===== config.mk =====
export PLATFORM = sky130hd
export DESIGN_NAME = red_line_blob_steer_top
export DESIGN_NICKNAME = d
export VERILOG_FILES = /design/src/rls_pkg.sv /design/src/red_line_blob_steer_top.sv /design/src/rls_front.sv /design/src/rls_queue.sv /design/src/rls_back.sv
export SDC_FILE = /design/constraint.sdc
export NUM_CORES = 1
export LEC_CHECK = 0
export BUFFER_PORTS_ARGS = -buffer_cell sky130_fd_sc_hd__buf_2
export CAP_MARGIN = 20
export CORE_UTILIZATION = 57
export DETAILED_ROUTE_END_ITERATION = 16
export HOLD_SLACK_MARGIN = 0.08
export PLACE_DENSITY = 0.88
export SLEW_MARGIN = 20
export SYNTH_ARGS = -nofsm -noshare
export SYNTH_HDL_FRONTEND = slang
export SYNTH_SLANG_ARGS = --single-unit

===== constraint.sdc =====
create_clock -name i_clk -period 4.1 [get_ports i_clk]
set_clock_uncertainty 0.15 [all_clocks]
set_input_delay 0.615 -clock i_clk [delete_from_list [all_inputs] [get_ports i_clk]]
set_output_delay 0.615 -clock i_clk [all_outputs]
set_load 0.005 [all_outputs]

===== src/rls_pkg.sv =====
// ----------------------------------------------------------------------------
// rls_pkg
// Shared types and constants for the red line blob steering block.
// ----------------------------------------------------------------------------
`default_nettype none

package rls_pkg;

    localparam int LINE_PIXELS_DEF  = 80;
    localparam int CENTRE_START_DEF = 38;
    localparam int CENTRE_WIDTH_DEF = 6;

    localparam int PIXEL_W  = 16;
    localparam int MARGIN_W = 9;
    localparam int SIDE_W   = 6;
    localparam int CENTRE_W = 3;
    localparam int ACTION_W = 2;

    localparam logic [SIDE_W-1:0]   SIDE_MAX   = '1;
    localparam logic [CENTRE_W-1:0] CENTRE_MAX = '1;
    localparam logic [CENTRE_W-1:0] CHARGE_MIN = CENTRE_W'(3);

    localparam int QUEUE_DEPTH = 2;

    typedef enum logic [ACTION_W-1:0] {
        ACT_STOP       = 2'd0,
        ACT_CHARGE     = 2'd1,
        ACT_SPIN_LEFT  = 2'd2,
        ACT_SPIN_RIGHT = 2'd3
    } t_action;

    typedef struct packed {
        logic is_red;
        logic is_left;
        logic in_centre;
        logic last;
    } t_item;

endpackage

`default_nettype wire


===== src/red_line_blob_steer_top.sv =====
// ----------------------------------------------------------------------------
// red_line_blob_steer_top
// Streaming red blob detector giving a steering action once per camera line.
// ----------------------------------------------------------------------------
// Input channel (i_in_valid / o_in_ready) takes one RGB565 pixel per request,
// first camera byte in bits 15..8. Output channel (o_out_valid / i_out_ready)
// returns one result per pixel, in order: red flag, end-of-line flag,
// action (valid on end of line) and the running left/right red counts.
// Config channel (i_cfg_valid / o_cfg_ready) writes the signed red margin;
// it is always ready and is to be written only while the block is idle.
// Throughput: one pixel per cycle while the receiver takes results. A pixel
// enters a two-entry queue at the edge that accepts it and moves on to the
// output register when the back part pops it, which waits out a stall.
// Reset clears the margin, the line position, the counts and the queue.
// When the receiver stalls, the output register holds its result and the
// queue absorbs up to two more pixels before o_in_ready drops.
// ----------------------------------------------------------------------------
`default_nettype none

module red_line_blob_steer_top #(
    parameter int LINE_PIXELS  = rls_pkg::LINE_PIXELS_DEF,
    parameter int CENTRE_START = rls_pkg::CENTRE_START_DEF,
    parameter int CENTRE_WIDTH = rls_pkg::CENTRE_WIDTH_DEF
) (
    input  wire logic                          i_clk,
    input  wire logic                          i_rst_n,
    input  wire logic                          i_cfg_valid,
    output logic                               o_cfg_ready,
    input  wire logic [rls_pkg::MARGIN_W-1:0]  i_cfg_data,
    input  wire logic                          i_in_valid,
    output logic                               o_in_ready,
    input  wire logic [rls_pkg::PIXEL_W-1:0]   i_pixel,
    output logic                               o_out_valid,
    input  wire logic                          i_out_ready,
    output logic                               o_is_red,
    output logic                               o_line_done,
    output logic [rls_pkg::ACTION_W-1:0]       o_action,
    output logic [rls_pkg::SIDE_W-1:0]         o_left_red,
    output logic [rls_pkg::SIDE_W-1:0]         o_right_red
);

    rls_pkg::t_item   front_item;
    rls_pkg::t_item   queue_item;
    rls_pkg::t_action action;
    logic             queue_full;
    logic             queue_valid;
    logic             pop;
    logic             accept;

    assign o_cfg_ready = 1'b1;
    assign o_in_ready  = !queue_full;
    assign accept      = i_in_valid && !queue_full;
    assign o_action    = action;

    rls_front #(
        .LINE_PIXELS  (LINE_PIXELS),
        .CENTRE_START (CENTRE_START),
        .CENTRE_WIDTH (CENTRE_WIDTH)
    ) u_front (
        .i_clk       (i_clk),
        .i_rst_n     (i_rst_n),
        .i_cfg_valid (i_cfg_valid),
        .i_cfg_data  (i_cfg_data),
        .i_accept    (accept),
        .i_pixel     (i_pixel),
        .o_item      (front_item)
    );

    rls_queue u_queue (
        .i_clk   (i_clk),
        .i_rst_n (i_rst_n),
        .i_push  (accept),
        .i_item  (front_item),
        .o_full  (queue_full),
        .i_pop   (pop),
        .o_valid (queue_valid),
        .o_item  (queue_item)
    );

    rls_back u_back (
        .i_clk       (i_clk),
        .i_rst_n     (i_rst_n),
        .i_valid     (queue_valid),
        .i_item      (queue_item),
        .o_pop       (pop),
        .o_out_valid (o_out_valid),
        .i_out_ready (i_out_ready),
        .o_is_red    (o_is_red),
        .o_line_done (o_line_done),
        .o_action    (action),
        .o_left_red  (o_left_red),
        .o_right_red (o_right_red)
    );

endmodule

`default_nettype wire


===== src/rls_front.sv =====
// ----------------------------------------------------------------------------
// rls_front
// Classifies each accepted pixel (red test, side, centre window, end of line)
// and tracks the position within the line.
// ----------------------------------------------------------------------------
`default_nettype none

module rls_front #(
    parameter int LINE_PIXELS  = rls_pkg::LINE_PIXELS_DEF,
    parameter int CENTRE_START = rls_pkg::CENTRE_START_DEF,
    parameter int CENTRE_WIDTH = rls_pkg::CENTRE_WIDTH_DEF
) (
    input  wire logic                          i_clk,
    input  wire logic                          i_rst_n,
    input  wire logic                          i_cfg_valid,
    input  wire logic [rls_pkg::MARGIN_W-1:0]  i_cfg_data,
    input  wire logic                          i_accept,
    input  wire logic [rls_pkg::PIXEL_W-1:0]   i_pixel,
    output rls_pkg::t_item                     o_item
);

    localparam int IDX_W = $clog2(LINE_PIXELS);

    logic [IDX_W-1:0]             r_idx;
    logic [IDX_W-1:0]             n_idx;
    logic [rls_pkg::MARGIN_W-1:0] r_margin;
    logic [7:0]                   red;
    logic [7:0]                   green;
    logic signed [10:0]           red_s;
    logic signed [10:0]           limit_s;
    logic [31:0]                  idx_ext;

    assign red     = {i_pixel[15:11], 3'b000};
    assign green   = {i_pixel[10:8], i_pixel[7:5], 2'b00};
    assign red_s   = $signed({3'b000, red});
    assign limit_s = $signed({3'b000, green}) + $signed({{2{r_margin[8]}}, r_margin});
    assign idx_ext = 32'(r_idx);

    always_comb begin
        o_item.is_red    = red_s > limit_s;
        o_item.is_left   = idx_ext < 32'(LINE_PIXELS / 2);
        o_item.in_centre = (idx_ext >= 32'(CENTRE_START)) &&
                           (idx_ext < 32'(CENTRE_START + CENTRE_WIDTH));
        o_item.last      = idx_ext >= 32'(LINE_PIXELS - 1);
        n_idx            = o_item.last ? '0 : r_idx + IDX_W'(1);
    end

    always_ff @(posedge i_clk) begin
        if (!i_rst_n) begin
            r_idx    <= '0;
            r_margin <= '0;
        end else begin
            if (i_accept) begin
                r_idx <= n_idx;
            end
            if (i_cfg_valid) begin
                r_margin <= i_cfg_data;
            end
        end
    end

endmodule

`default_nettype wire


===== src/rls_queue.sv =====
// ----------------------------------------------------------------------------
// rls_queue
// Short queue of classified pixels between the front and back parts.
// ----------------------------------------------------------------------------
`default_nettype none

module rls_queue (
    input  wire logic   i_clk,
    input  wire logic   i_rst_n,
    input  wire logic   i_push,
    input  wire rls_pkg::t_item i_item,
    output logic        o_full,
    input  wire logic   i_pop,
    output logic        o_valid,
    output rls_pkg::t_item o_item
);

    localparam int PTR_W = $clog2(rls_pkg::QUEUE_DEPTH);
    localparam int CNT_W = $clog2(rls_pkg::QUEUE_DEPTH + 1);

    rls_pkg::t_item   r_mem [rls_pkg::QUEUE_DEPTH];
    logic [PTR_W-1:0] r_wptr;
    logic [PTR_W-1:0] r_rptr;
    logic [CNT_W-1:0] r_count;

    assign o_full  = r_count == CNT_W'(rls_pkg::QUEUE_DEPTH);
    assign o_valid = r_count != '0;
    assign o_item  = r_mem[r_rptr];

    always_ff @(posedge i_clk) begin
        if (i_push) begin
            r_mem[r_wptr] <= i_item;
        end
    end

    always_ff @(posedge i_clk) begin
        if (!i_rst_n) begin
            r_wptr  <= '0;
            r_rptr  <= '0;
            r_count <= '0;
        end else begin
            if (i_push) begin
                r_wptr <= (32'(r_wptr) == rls_pkg::QUEUE_DEPTH - 1) ? '0 : r_wptr + PTR_W'(1);
            end
            if (i_pop) begin
                r_rptr <= (32'(r_rptr) == rls_pkg::QUEUE_DEPTH - 1) ? '0 : r_rptr + PTR_W'(1);
            end
            unique case ({i_push, i_pop})
                2'b10:   r_count <= r_count + CNT_W'(1);
                2'b01:   r_count <= r_count - CNT_W'(1);
                default: r_count <= r_count;
            endcase
        end
    end

    a_no_overrun: assert property (@(posedge i_clk) disable iff (!i_rst_n)
        o_full && !i_pop |-> !i_push)
        else $error("queue push while full");

    a_no_underrun: assert property (@(posedge i_clk) disable iff (!i_rst_n)
        i_pop |-> o_valid)
        else $error("queue pop while empty");

    a_count_bound: assert property (@(posedge i_clk) disable iff (!i_rst_n)
        32'(r_count) <= rls_pkg::QUEUE_DEPTH)
        else $error("queue count out of range");

endmodule

`default_nettype wire


===== src/rls_back.sv =====
// ----------------------------------------------------------------------------
// rls_back
// Accumulates red counts per line, decides the steering action on the last
// pixel and holds the result in the output register.
// ----------------------------------------------------------------------------
`default_nettype none

module rls_back (
    input  wire logic                          i_clk,
    input  wire logic                          i_rst_n,
    input  wire logic                          i_valid,
    input  wire rls_pkg::t_item                i_item,
    output logic                               o_pop,
    output logic                               o_out_valid,
    input  wire logic                          i_out_ready,
    output logic                               o_is_red,
    output logic                               o_line_done,
    output rls_pkg::t_action                   o_action,
    output logic [rls_pkg::SIDE_W-1:0]         o_left_red,
    output logic [rls_pkg::SIDE_W-1:0]         o_right_red
);

    logic [rls_pkg::SIDE_W-1:0]   r_left;
    logic [rls_pkg::SIDE_W-1:0]   r_right;
    logic [rls_pkg::CENTRE_W-1:0] r_centre;
    logic [rls_pkg::SIDE_W-1:0]   n_left;
    logic [rls_pkg::SIDE_W-1:0]   n_right;
    logic [rls_pkg::CENTRE_W-1:0] n_centre;
    rls_pkg::t_action             n_action;

    logic                         r_valid;
    logic                         r_is_red;
    logic                         r_line_done;
    rls_pkg::t_action             r_action;
    logic [rls_pkg::SIDE_W-1:0]   r_left_red;
    logic [rls_pkg::SIDE_W-1:0]   r_right_red;

    assign o_pop = i_valid && (!r_valid || i_out_ready);

    always_comb begin
        n_left   = r_left;
        n_right  = r_right;
        n_centre = r_centre;
        if (i_item.is_red) begin
            if (i_item.is_left) begin
                if (r_left != rls_pkg::SIDE_MAX) n_left = r_left + rls_pkg::SIDE_W'(1);
            end else begin
                if (r_right != rls_pkg::SIDE_MAX) n_right = r_right + rls_pkg::SIDE_W'(1);
            end
            if (i_item.in_centre && r_centre != rls_pkg::CENTRE_MAX) begin
                n_centre = r_centre + rls_pkg::CENTRE_W'(1);
            end
        end
        priority if (!i_item.last) begin
            n_action = rls_pkg::ACT_STOP;
        end else if (n_centre > rls_pkg::CHARGE_MIN) begin
            n_action = rls_pkg::ACT_CHARGE;
        end else if (n_left != '0 || n_right != '0) begin
            n_action = (n_left < n_right) ? rls_pkg::ACT_SPIN_LEFT : rls_pkg::ACT_SPIN_RIGHT;
        end else begin
            n_action = rls_pkg::ACT_STOP;
        end
    end

    always_ff @(posedge i_clk) begin
        if (!i_rst_n) begin
            r_valid  <= 1'b0;
            r_left   <= '0;
            r_right  <= '0;
            r_centre <= '0;
        end else begin
            if (o_pop) begin
                r_valid <= 1'b1;
                if (i_item.last) begin
                    r_left   <= '0;
                    r_right  <= '0;
                    r_centre <= '0;
                end else begin
                    r_left   <= n_left;
                    r_right  <= n_right;
                    r_centre <= n_centre;
                end
            end else if (i_out_ready) begin
                r_valid <= 1'b0;
            end
        end
    end

    always_ff @(posedge i_clk) begin
        if (o_pop) begin
            r_is_red    <= i_item.is_red;
            r_line_done <= i_item.last;
            r_action    <= n_action;
            r_left_red  <= n_left;
            r_right_red <= n_right;
        end
    end

    assign o_out_valid = r_valid;
    assign o_is_red    = r_is_red;
    assign o_line_done = r_line_done;
    assign o_action    = r_action;
    assign o_left_red  = r_left_red;
    assign o_right_red = r_right_red;

    a_line_clear: assert property (@(posedge i_clk) disable iff (!i_rst_n)
        o_pop && i_item.last |=> r_left == '0 && r_right == '0 && r_centre == '0)
        else $error("counts not cleared after end of line");

    a_action_only_at_end: assert property (@(posedge i_clk) disable iff (!i_rst_n)
        r_valid && !r_line_done |-> r_action == rls_pkg::ACT_STOP)
        else $error("action given before end of line");

    a_centre_needs_red: assert property (@(posedge i_clk) disable iff (!i_rst_n)
        r_centre != '0 |-> r_left != '0 || r_right != '0)
        else $error("centre count without side count");

endmodule

`default_nettype wire


== After elaboration in Yosys (flattened, before gate mapping) ==
Memories as Yosys holds them, arrays and structs flattened. A register that Yosys moved wholly into a read port is not among the register bits.
Index checks and enable logic that the tools add are counted.
W data, S select, Z words.

* Memory bits (writable): 8
* Memories: 1
* Word-level logic and storage cells: 78
* Output and inout port bits: 19
* Register bits after elaboration: 52
* Input port bits: 30

{| class="wikitable"
|+ Memories
! memory !! depth !! width !! read ports !! clocked after Yosys merged registers in !! write ports !! line !! source
|-
| u_queue.r_mem || 2 || 4 || 1 || 1 || 1 || rls_queue.sv:21 || <nowiki>rls_pkg::t_item r_mem [rls_pkg::QUEUE_DEPTH];</nowiki>
|}

* Multiplexer cells: 24
* Eq/ne operators: 6
* Add/subtract/negate cells: 9
* Bitwise operators: 2
* Magnitude comparators: 7
* Reductions and logical operators: 14

{| class="wikitable"
|+ Operator list
! operator !! count
|-
| $mux W6 || 8
|-
| $lt A7 B6 Y1 const B || 2
|-
| $add A6 B1 Y6 const B || 2
|-
| $ne A6 B6 Y1 const B || 2
|-
| $reduce_bool A6 Y1 || 2
|-
| $gt A9 B11 Y1 || 1
|-
| $mux W1 || 11
|-
| $add A9 B9 Y10 || 1
|-
| $mux W3 || 3
|-
| $add A7 B1 Y7 const B || 1
|-
| $ge A7 B6 Y1 const B || 1
|-
| $ge A7 B7 Y1 const B || 1
|-
| $mux W7 || 1
|-
| $lt A6 B6 Y1 || 1
|-
| $reduce_bool A2 Y1 || 3
|-
| $eq A2 B2 Y1 const B || 2
|-
| $logic_and A1 B1 Y1 || 4
|-
| $pmux W2 S2 || 1
|-
| $add A3 B1 Y3 const B || 1
|-
| $gt A3 B2 Y1 const B || 1
|-
| $ne A3 B3 Y1 const B || 1
|-
| $reduce_or A3 Y1 || 1
|-
| $add A1 B1 Y1 const B || 2
|-
| $add A2 B1 Y2 const B || 1
|-
| 5 further kinds || 8
|}

== Longest topological paths before layout ==
Gate-level depths: netlist of the first run.

* Depth in word-level cells: 8
* Depth in mapped cells: 12

== Modules after synthesis ==
From an unflattened synthesis of the first run, not the netlist that was laid out.

* Cells, all modules: 312
* Area, all modules: 3303.2 µm²

{| class="wikitable"
|+ By module, submodules not included
! module !! area each (µm²) !! times used !! cells an instance
|-
| rls_back || 1745.4 || 1 || 164
|-
| rls_front || 1032.2 || 1 || 110
|-
| rls_queue || 504.2 || 1 || 34
|-
| red_line_blob_steer_top || 21.3 || 1 || 4
|}

== Worst setup path before layout of the first run ==
OpenSTA, ideal clock, no wires.

* Path kind: reg2reg
* Start point: memory u_queue.r_mem[0][2] in the netlist's numbering
* End point: register u_back.r_action[0], in the netlist u_back.o_action[0] (data pin)
* Period minus slack after synthesis: 2.842 ns
* Cell stages (with the launch flop): 12
* Arrival: 2.416 ns
* Required time: 3.674 ns
* Slack: 1.258 ns
* Cell sequence: edfxtp_1 -> or3b_4 -> a21boi_2 -> and3_1 -> mux2_4 -> inv_1 -> ha_1 -> and4_1 -> a21oi_1 -> nand3_1 -> o21ai_0 -> a41oi_2

{| class="wikitable"
|+ RTL lines
! item !! line !! source
|-
| start: declaration || rls_queue.sv:21 ||
|-
| end signal: assignment || rls_back.sv:93 || <nowiki>r_action <= n_action;</nowiki>
|-
| end: declaration || rls_back.sv:34 || <nowiki>rls_pkg::t_action r_action;</nowiki>
|}

==> key figures, run 1 <==
Logic synthesis
  • Avg Inst Size Synth: 10.4 um^2
  • Post-synthesis register bit count: a little over 60
  • Top post-synthesis cells by count: 37 x dfxtp_1, 26 x nor2b_1, 24 x edfxtp_1, 22 x ha_1, 19 x nand2_1
  • Post-synth EDFFs: 24
  • Top cells by area, synth: dfxtp_1 23%, edfxtp_1 22%, ha_1 8.4%, nor2b_1 5.0%, mux2i_1 4.0%
  • Ys flop type: dfxtp_1
  • Mapped Cells: 314
  • Most common cell in the netlist: dfxtp_1
  • Post-synth cell types: between 50 and 60
  • Top-area cell type share of the netlist area: 22.6%
  • Post-Syn Area: roughly 3300 um^2
  • Sequential area share after synthesis: between 40% and 50%
  • Syn nets: 367
  • Asr flop ratio synth: 0%
  • Yosys warns: 0
  • Synth area leader: dfxtp_1

CTS
  • Worst-path clk slew: 0.07 ns
  • CTS Hold Buffers Added: 0
  • Postcts setup bufs: 0
  • Post-CTS Resized: 0
  • Worst skew pair latency: 0.35 ns
  • CTS max path bufs: 2
  • Clock sink total: 61
  • CTS Buf Count: 9
  • TritonCTS clock tree: built
  • Root Driver: clkbuf_8
  • H-tree depth: 3

Place
  • Post-DP HPWL: ~4.3 mm
  • DP Area: 3530 um^2
  • GPL Wtd Cong: 0.831
  • I/O Buffers: 42

Power and ir drop
  • Pwr per Cell Area: around 490 nW/um^2
  • Part of the power in registers: 45.7%
  • Psw: 0.564 mW
  • Peak supply drop: 424 uV
  • Clock share of power: about 28%
  • Sw Ratio: 31.1%
  • Internal power: 1.25 mW
  • Logic pwr share: 26.0%
  • Reported leakage power: 1.52 nW

Detailed routing
  • DRC Markers: 0
  • DR vias/cell: 5.50
  • Drt wl/cell: 13.7 um
  • Via count: 2,388
  • Drt first pass iters: 4
  • DRT iter0 DRCs: between 100 and 150
  • ANT nets after route: 0
  • DRT Wirelength: between 5 and 6 mm

Die
  • Initial core utilization: between 50% and 60%
  • Full die area: about 6000 um^2
  • Die Wd: 77.8 um
  • Io pins: between 40 and 50
  • Die height: 77.8 um
  • Std-Cell Core Area: between 5000 and 6000 um^2
  • # rows: 27

Worst setup path
  • Setup Crit Path Kind: register to register
  • Critical Path, Cell by Cell: or3b_4 > a21boi_2 > and3_1 > mux2_4 > inv_1 > ha_1 > and4_1 > a21oi_1 > nand3_1 > o21ai_0 > a41oi_2
  • Crit path required time: a little over 4 ns
  • Crit path launch type: register
  • Critical Path Max Stage Delay: 0.45 ns
  • Critical Path Slowest Stage Cell: edfxtp_1
  • Crit Path Max Fanout: 4
  • WP data arrival: 2.97 ns
  • Worst Setup End Kind: register

Layout
  • Final instance area: ~3700 um^2
  • Final nets: 410
  • Layout cells sized above 1: 22.4%
  • Layout area overhead: 13.7%
  • N_diodes: 0

Status
  • Status: completed

Global routing
  • Largest net degree at the start of global routing: 32
  • First-pass GRT wire length: 9.86 mm
  • Gr ovfl total: 0
  • Vias in the first global route: roughly 2,200
  • Initial antenna violation count: 0
  • GR Util All Layers: 21.3%

STA
  • Fin crit share: around three quarters
  • RSZ-0062 raised after global routing: false
  • Slew at the pin closest to its max-slew limit: roughly 0.67 ns
  • Relative slew margins: 55.4%
  • Final slew viol count: 0
  • Final setup viols: 0
  • Final critical-path required period: between 3 and 4 ns
  • Final TNS setup: 0 ns
  • FMAX: 329 MHz
  • Hold Violations, Final: 0

Job
  • Max-cap violations: 0

Min path
  • HP Class: register to register
## critical path, delay by kind of cell (launching register included)
family / cells / cell delay (ns)
and+or+nand+nor: 4 / 0.91
AOI/OAI and AO/OA: 4 / 0.62
buffers and inverters: 1 / 0.07
adders and majority gates: 1 / 0.23
DFF: 1 / 0.45
muxes: 1 / 0.34
## cell type report
type,instances,area (um^2)
Sequential cell,61,1460
Clock inverter,5,32.5
Clock buffer,11,163
Timing Repair Buffer,43,218
Tap cell,72,90.1
Fill cell,418,1780
Inverter,15,56.3
Multi-Input combinational cell,227,1700
## registers in the layout, summed over array words and instances (netlist names), named ones only
register and cells:
u_back.o_out_valid 1, u_queue.r_rptr 1, u_front.r_margin 9, u_back.r_centre 3, u_back.o_right_red 6, u_queue.r_count 2, u_back.o_is_red 1, u_back.o_line_done 1
u_front.r_idx 7, u_back.r_left 6, u_back.o_action 2, u_queue.r_wptr 1, u_queue.r_mem 8, u_back.r_right 6, u_back.o_left_red 6
## routing by layer
metal | track usage [%] | vias to the layer above | share of wire [%]
met5 | 0 | - | 0
met4 | 12.3 | 0 | 2.8
met3 | 4.35 | 17 | 5.1
met2 | 36.5 | 71 | 48
met1 | 24.7 | 1090 | 44
li1 | - | 1210 | -
## metrics by stage
stage               utilization (%)  power (mW)  cells  setup WS [ns]  hold WS (ns)
floorplan                         -        1.16    314           1.26         0.329
global placement               64.1        1.29    418          0.965         0.344
detailed placement             64.1        1.31    418          0.931         0.364
CTS                            67.6        1.83    434           1.08         0.364
global route                   67.6        1.91    434          0.862         0.390
finish                         67.6        1.81    434           1.06         0.374
## kinds of logic (layout without fill, tap and decap cells)
kind of cell	after synthesis	count (layout)	share of synthesized area, %
buf+inv	26	74	3.40
compound gates	63	63	13.8
flops	61	61	44.6
other cells	1	1	0.114
mux	20	20	6.72
fa+ha+maj	23	23	9.01
simple gates	105	105	18.4
xor+xnor	15	15	4.01
## worst paths after layout
kind | start | to | slack [ns] | cells after the start
setup / recovery | u_queue.r_mem[0][3] | u_back.o_action[0] | 1.06 | 11
hold / removal | u_front.r_margin[5] | u_front.r_margin[5] | 0.37 | 2
setup reg to reg | u_queue.r_mem[0][3] | u_back.o_action[0] | 1.06 | 11
hold reg to reg | u_front.r_margin[5] | u_front.r_margin[5] | 0.37 | 2
## cells in the final DEF, fill, tap and decap left out, types with 2 or more instances in the layout
cell        synthesis  routed
a31oi_1             3       3
edfxtp_1           24      24
a22oi_1            11      11
nor2_1             18      18
o21ai_0            12      12
nand4_1             3       3
nand3b_1            2       2
o31a_1              2       2
ha_1               22      22
nand2b_1            5       5
mux2i_1            13      13
buf_2               2      42
mux2_2              4       4
xor2_1              5       5
clkinvlp_4          0       2
dfxtp_1            37      37
a21oi_1            16      16
mux2_4              3       3
clkbuf_8            0      10
inv_1              14      14
and3_1              5       5
and2_1              8       8
a21boi_0            3       3
nand2_1            19      19
nor2b_1            26      26
nand3_1             7       7
a31oi_2             2       2
xnor2_1            10      10
## power by group through the flow
stage,sequential [mW],clock [mW],combinational (mW)
global route,0.841,0.549,0.524
floorplan,0.843,0,0.318
detailed placement,0.842,0,0.470
global placement,0.835,0,0.454
finish,0.828,0.514,0.471
CTS,0.829,0.524,0.474
(Power assumes the default switching activity.)
==> run 2, diff against run 1 <==
CORE_UTILIZATION = 51   (was 57)
PLACE_DENSITY = 0.83   (was 0.88)
clock period = 2.6 ns   (was 4.1 ns; I/O delays follow)
==> run 2 against run 1 <==
The flow now finishes with violations (negative setup slack). Fmax grew 10%. Worst setup slack lost 1.2 ns. Register-to-register slack lost 1.2 ns. Critical path depth is the same. Final cell count grew 6.7%. Routed wire length grew 14%. Worst hold slack lost 0.21 ns. Global-route usage grew 1.3 points. Utilization shrank 2.2 points. Critical endpoint unchanged. Highest routed layer unchanged.
==> key figures, run 2 (synthesized netlist as in run 1, its figures left out) <==
Worst setup path
  • Crit path top cell by count: o21ai_2
  • Critical Path Max Stage Delay: 0.46 ns (about the same)
  • Crit Path Max Fanout: 4 (unchanged)
  • Critical Path Slowest Stage Cell: or3b_4
  • Crit path launch type: register
  • Crit path buf inv count: 1 (unchanged)
  • Top Family by Delay on Critical Path: simple AND/OR/NAND/NOR gates
  • Worst Setup End Kind: register
  • WP data arrival: 2.68 ns (-0.29 ns)
  • Setup Crit Path Kind: register to register
  • Crit path required time: 2.53 ns (-1.50 ns)
  • Critical Path, Cell by Cell: or3b_4 > a21boi_2 > and3_4 > mux2_4 > inv_2 > ha_4 > nor2b_4 > o21ai_2 > nand3_2 > o21ai_2 > a41oi_2

Die
  • Die Wd: 82.1 um (+5.6%)
  • Std-Cell Core Area: 6060 um^2 (+10%)
  • Io pins: 49 (unchanged)
  • Die height: 82.1 um (+5.6%)
  • Initial core utilization: 54.0% (-5.4 points)
  • Full die area: 6750 um^2 (+11%)
  • # rows: 28 (+3.7%)

Power and ir drop
  • Pwr per Cell Area: 713 nW/um^2 (+46%)
  • Internal power: 1.95 mW (+56%)
  • Peak supply drop: 586 uV (+38%)
  • Sw Ratio: 31.2% (+0.083 points)
  • Logic pwr share: 30.1% (+4.1 points)
  • Clock share of power: 24.0% (-4.3 points)
  • Part of the power in registers: 45.9% (+0.2 points)
  • Reported leakage power: 1.66 nW (+9.4%)
  • Psw: 0.883 mW (+57%)

Global routing
  • Gr ovfl total: 0 (unchanged)
  • Largest net degree at the start of global routing: 32 (unchanged)
  • GR Util All Layers: 22.6% (+1.3 points)
  • Vias in the first global route: 2,481 (+11%)
  • Initial antenna violation count: 0 (unchanged)
  • First-pass GRT wire length: 11.2 mm (+14%)

Place
  • Post-DP HPWL: 4.88 mm (+15%)
  • I/O Buffers: 42 (unchanged)
  • Inst Count DP: 444 (+6.2%)
  • Post-Place Setup Slack: -0.230 ns (-1.16 ns)
  • GPL Wtd Cong: 0.842 (+1.3%)

STA
  • Hold Violations, Final: 0 (unchanged)
  • Final slew viol count: 0 (unchanged)
  • Fin crit share: 106% (+32 points)
  • RSZ-0062 raised after global routing: true
  • FMAX: 363 MHz (+10%)
  • Final critical-path required period: 2.76 ns (-0.284 ns)
  • Final setup viols: 1 (+1)
  • Final WS setup: -0.158 ns (-1.22 ns)

Layout
  • Non-Filler Instances: 463 (+6.7%)
  • Filler cells: 472 (+13%)
  • Layout cells sized above 1: 30.9% (+8.6 points)
  • Most frequent cells in the layout: 42 x buf_2, 35 x dfxtp_1, 27 x buf_4, 25 x nor2b_1, 24 x edfxtp_1
  • Footprint of the multi-input gates: 1790 um^2 (+5.0%)
  • Biggest register: u_front.r_margin
  • Layout area overhead: 21.1%
  • Final nets: 436 (+6.3%)
  • Most common cell after layout, fill and taps aside: buf_2
  • Max reg flops: 9 (unchanged)
  • Reg area: 1460 um^2 (+0.17%)
  • N_diodes: 0 (unchanged)
  • Biggest regs: u_front.r_margin (9), u_queue.r_mem (8), u_front.r_idx (7)

Detailed routing
  • Drt wl/cell: 14.6 um (+6.6%)
  • DRC Markers: 0 (unchanged)
  • ANT nets after route: 0 (unchanged)
  • DRT iter0 DRCs: 127 (-7.3%)
  • Via count: 2,510 (+5.1%)
  • Drt first pass iters: 4 (unchanged)
  • DRT Wirelength: 6.76 mm (+14%)
  • DR vias/cell: 5.42 (-1.5%)

Min path
  • HP Class: primary input to register

CTS
  • Root Driver: clkbuf_8
  • CTS Buf Count: 9 (unchanged)
  • TritonCTS clock tree: built
  • H-tree depth: 3 (unchanged)
  • CTS max path bufs: 2 (unchanged)
  • Worst-path clk slew: 0.06 ns (about the same)
  • Clock sink total: 61 (unchanged)
  • Worst skew pair latency: 0.34 ns (about the same)

Status
  • Status: complete, but fails checks
  • Failing checks: negative setup slack

Job
  • Max-cap violations: 0 (unchanged)
[run 2: per-stage QoR]
step | instance area, um^2 | util [%] | hold slack, ns | power, mW | setup TNS (ns)
after global placement | 3720 | 61.3 | 0.345 | 2.10 | -0.487
after detailed placement | 3720 | 61.3 | 0.357 | 2.15 | -0.674
after global routing | 3970 | 65.5 | 0.165 | 3.02 | -0.419
final | 3970 | 65.5 | 0.161 | 2.83 | -0.158
after floorplan | 3290 | - | 0.329 | 1.83 | -0.128
after CTS | 3900 | 64.3 | 0.154 | 2.83 | -0.156
[run 2: power by group through the flow]
stage                     clock [mW]  combinational (mW)  sequential, mW
after floorplan                    0               0.503            1.33
after global placement             0               0.794            1.31
after detailed placement           0               0.832            1.32
after CTS                      0.693               0.839            1.30
after global routing           0.738               0.955            1.32
final                          0.680               0.851            1.30
[run 2: path summary, 6_finish.rpt]
check | startpoint | end | slack [ns] | cells after the start
worst max register to register | u_queue.r_mem[0][2] | u_back.o_action[0] | -0.16 | 11
worst min register to register | u_front.r_idx[1] | u_front.r_idx[1] | 0.36 | 2
worst min-delay path | i_cfg_data[3] | u_front.r_margin[3] | 0.16 | 3
worst max-delay path | u_queue.r_mem[0][2] | u_back.o_action[0] | -0.16 | 11
[run 2: repair_timing]
| item | 4_1_cts | 5_1_grt |
|---|---|---|
| pin swaps | 5 | 13 |
| cloned | 0 | 0 |
| gates resized for setup | 5 | 16 |
| endpoints found under the setup margin | 3 | 3 |
| setup buffers | 1 | 2 |
| hold buffers | 0 | 0 |
[run 2: final cells by class]
type	instances	area share, %
Clock buffer	13	3.50
Clock inverter	3	0.347
Inverter	15	1.42
Multi-Input combinational cell	227	45.1
Sequential cell	61	36.9
Tap cell	75	2.37
Timing Repair Buffer	69	10.4
[run 2: worst reg2reg max path: cells and delay by family, from the launching register on]
family / cells / cell delay (ns)
and+or+nand+nor: 4 / 0.87
muxes: 1 / 0.31
adders and majority gates: 1 / 0.20
AOI/OAI and AO/OA: 4 / 0.51
DFF: 1 / 0.39
buffers and inverters: 1 / 0.07
[run 2: per-layer routing]
layer / vias up / share of wire [%] / track usage, %
met2: 59 / 51 / 40.4
met5: - / 0 / 0
li1: 1262 / - / -
met3: 14 / 4.7 / 7.25
met4: 0 / 1.9 / 7.19
met1: 1175 / 42 / 25.3
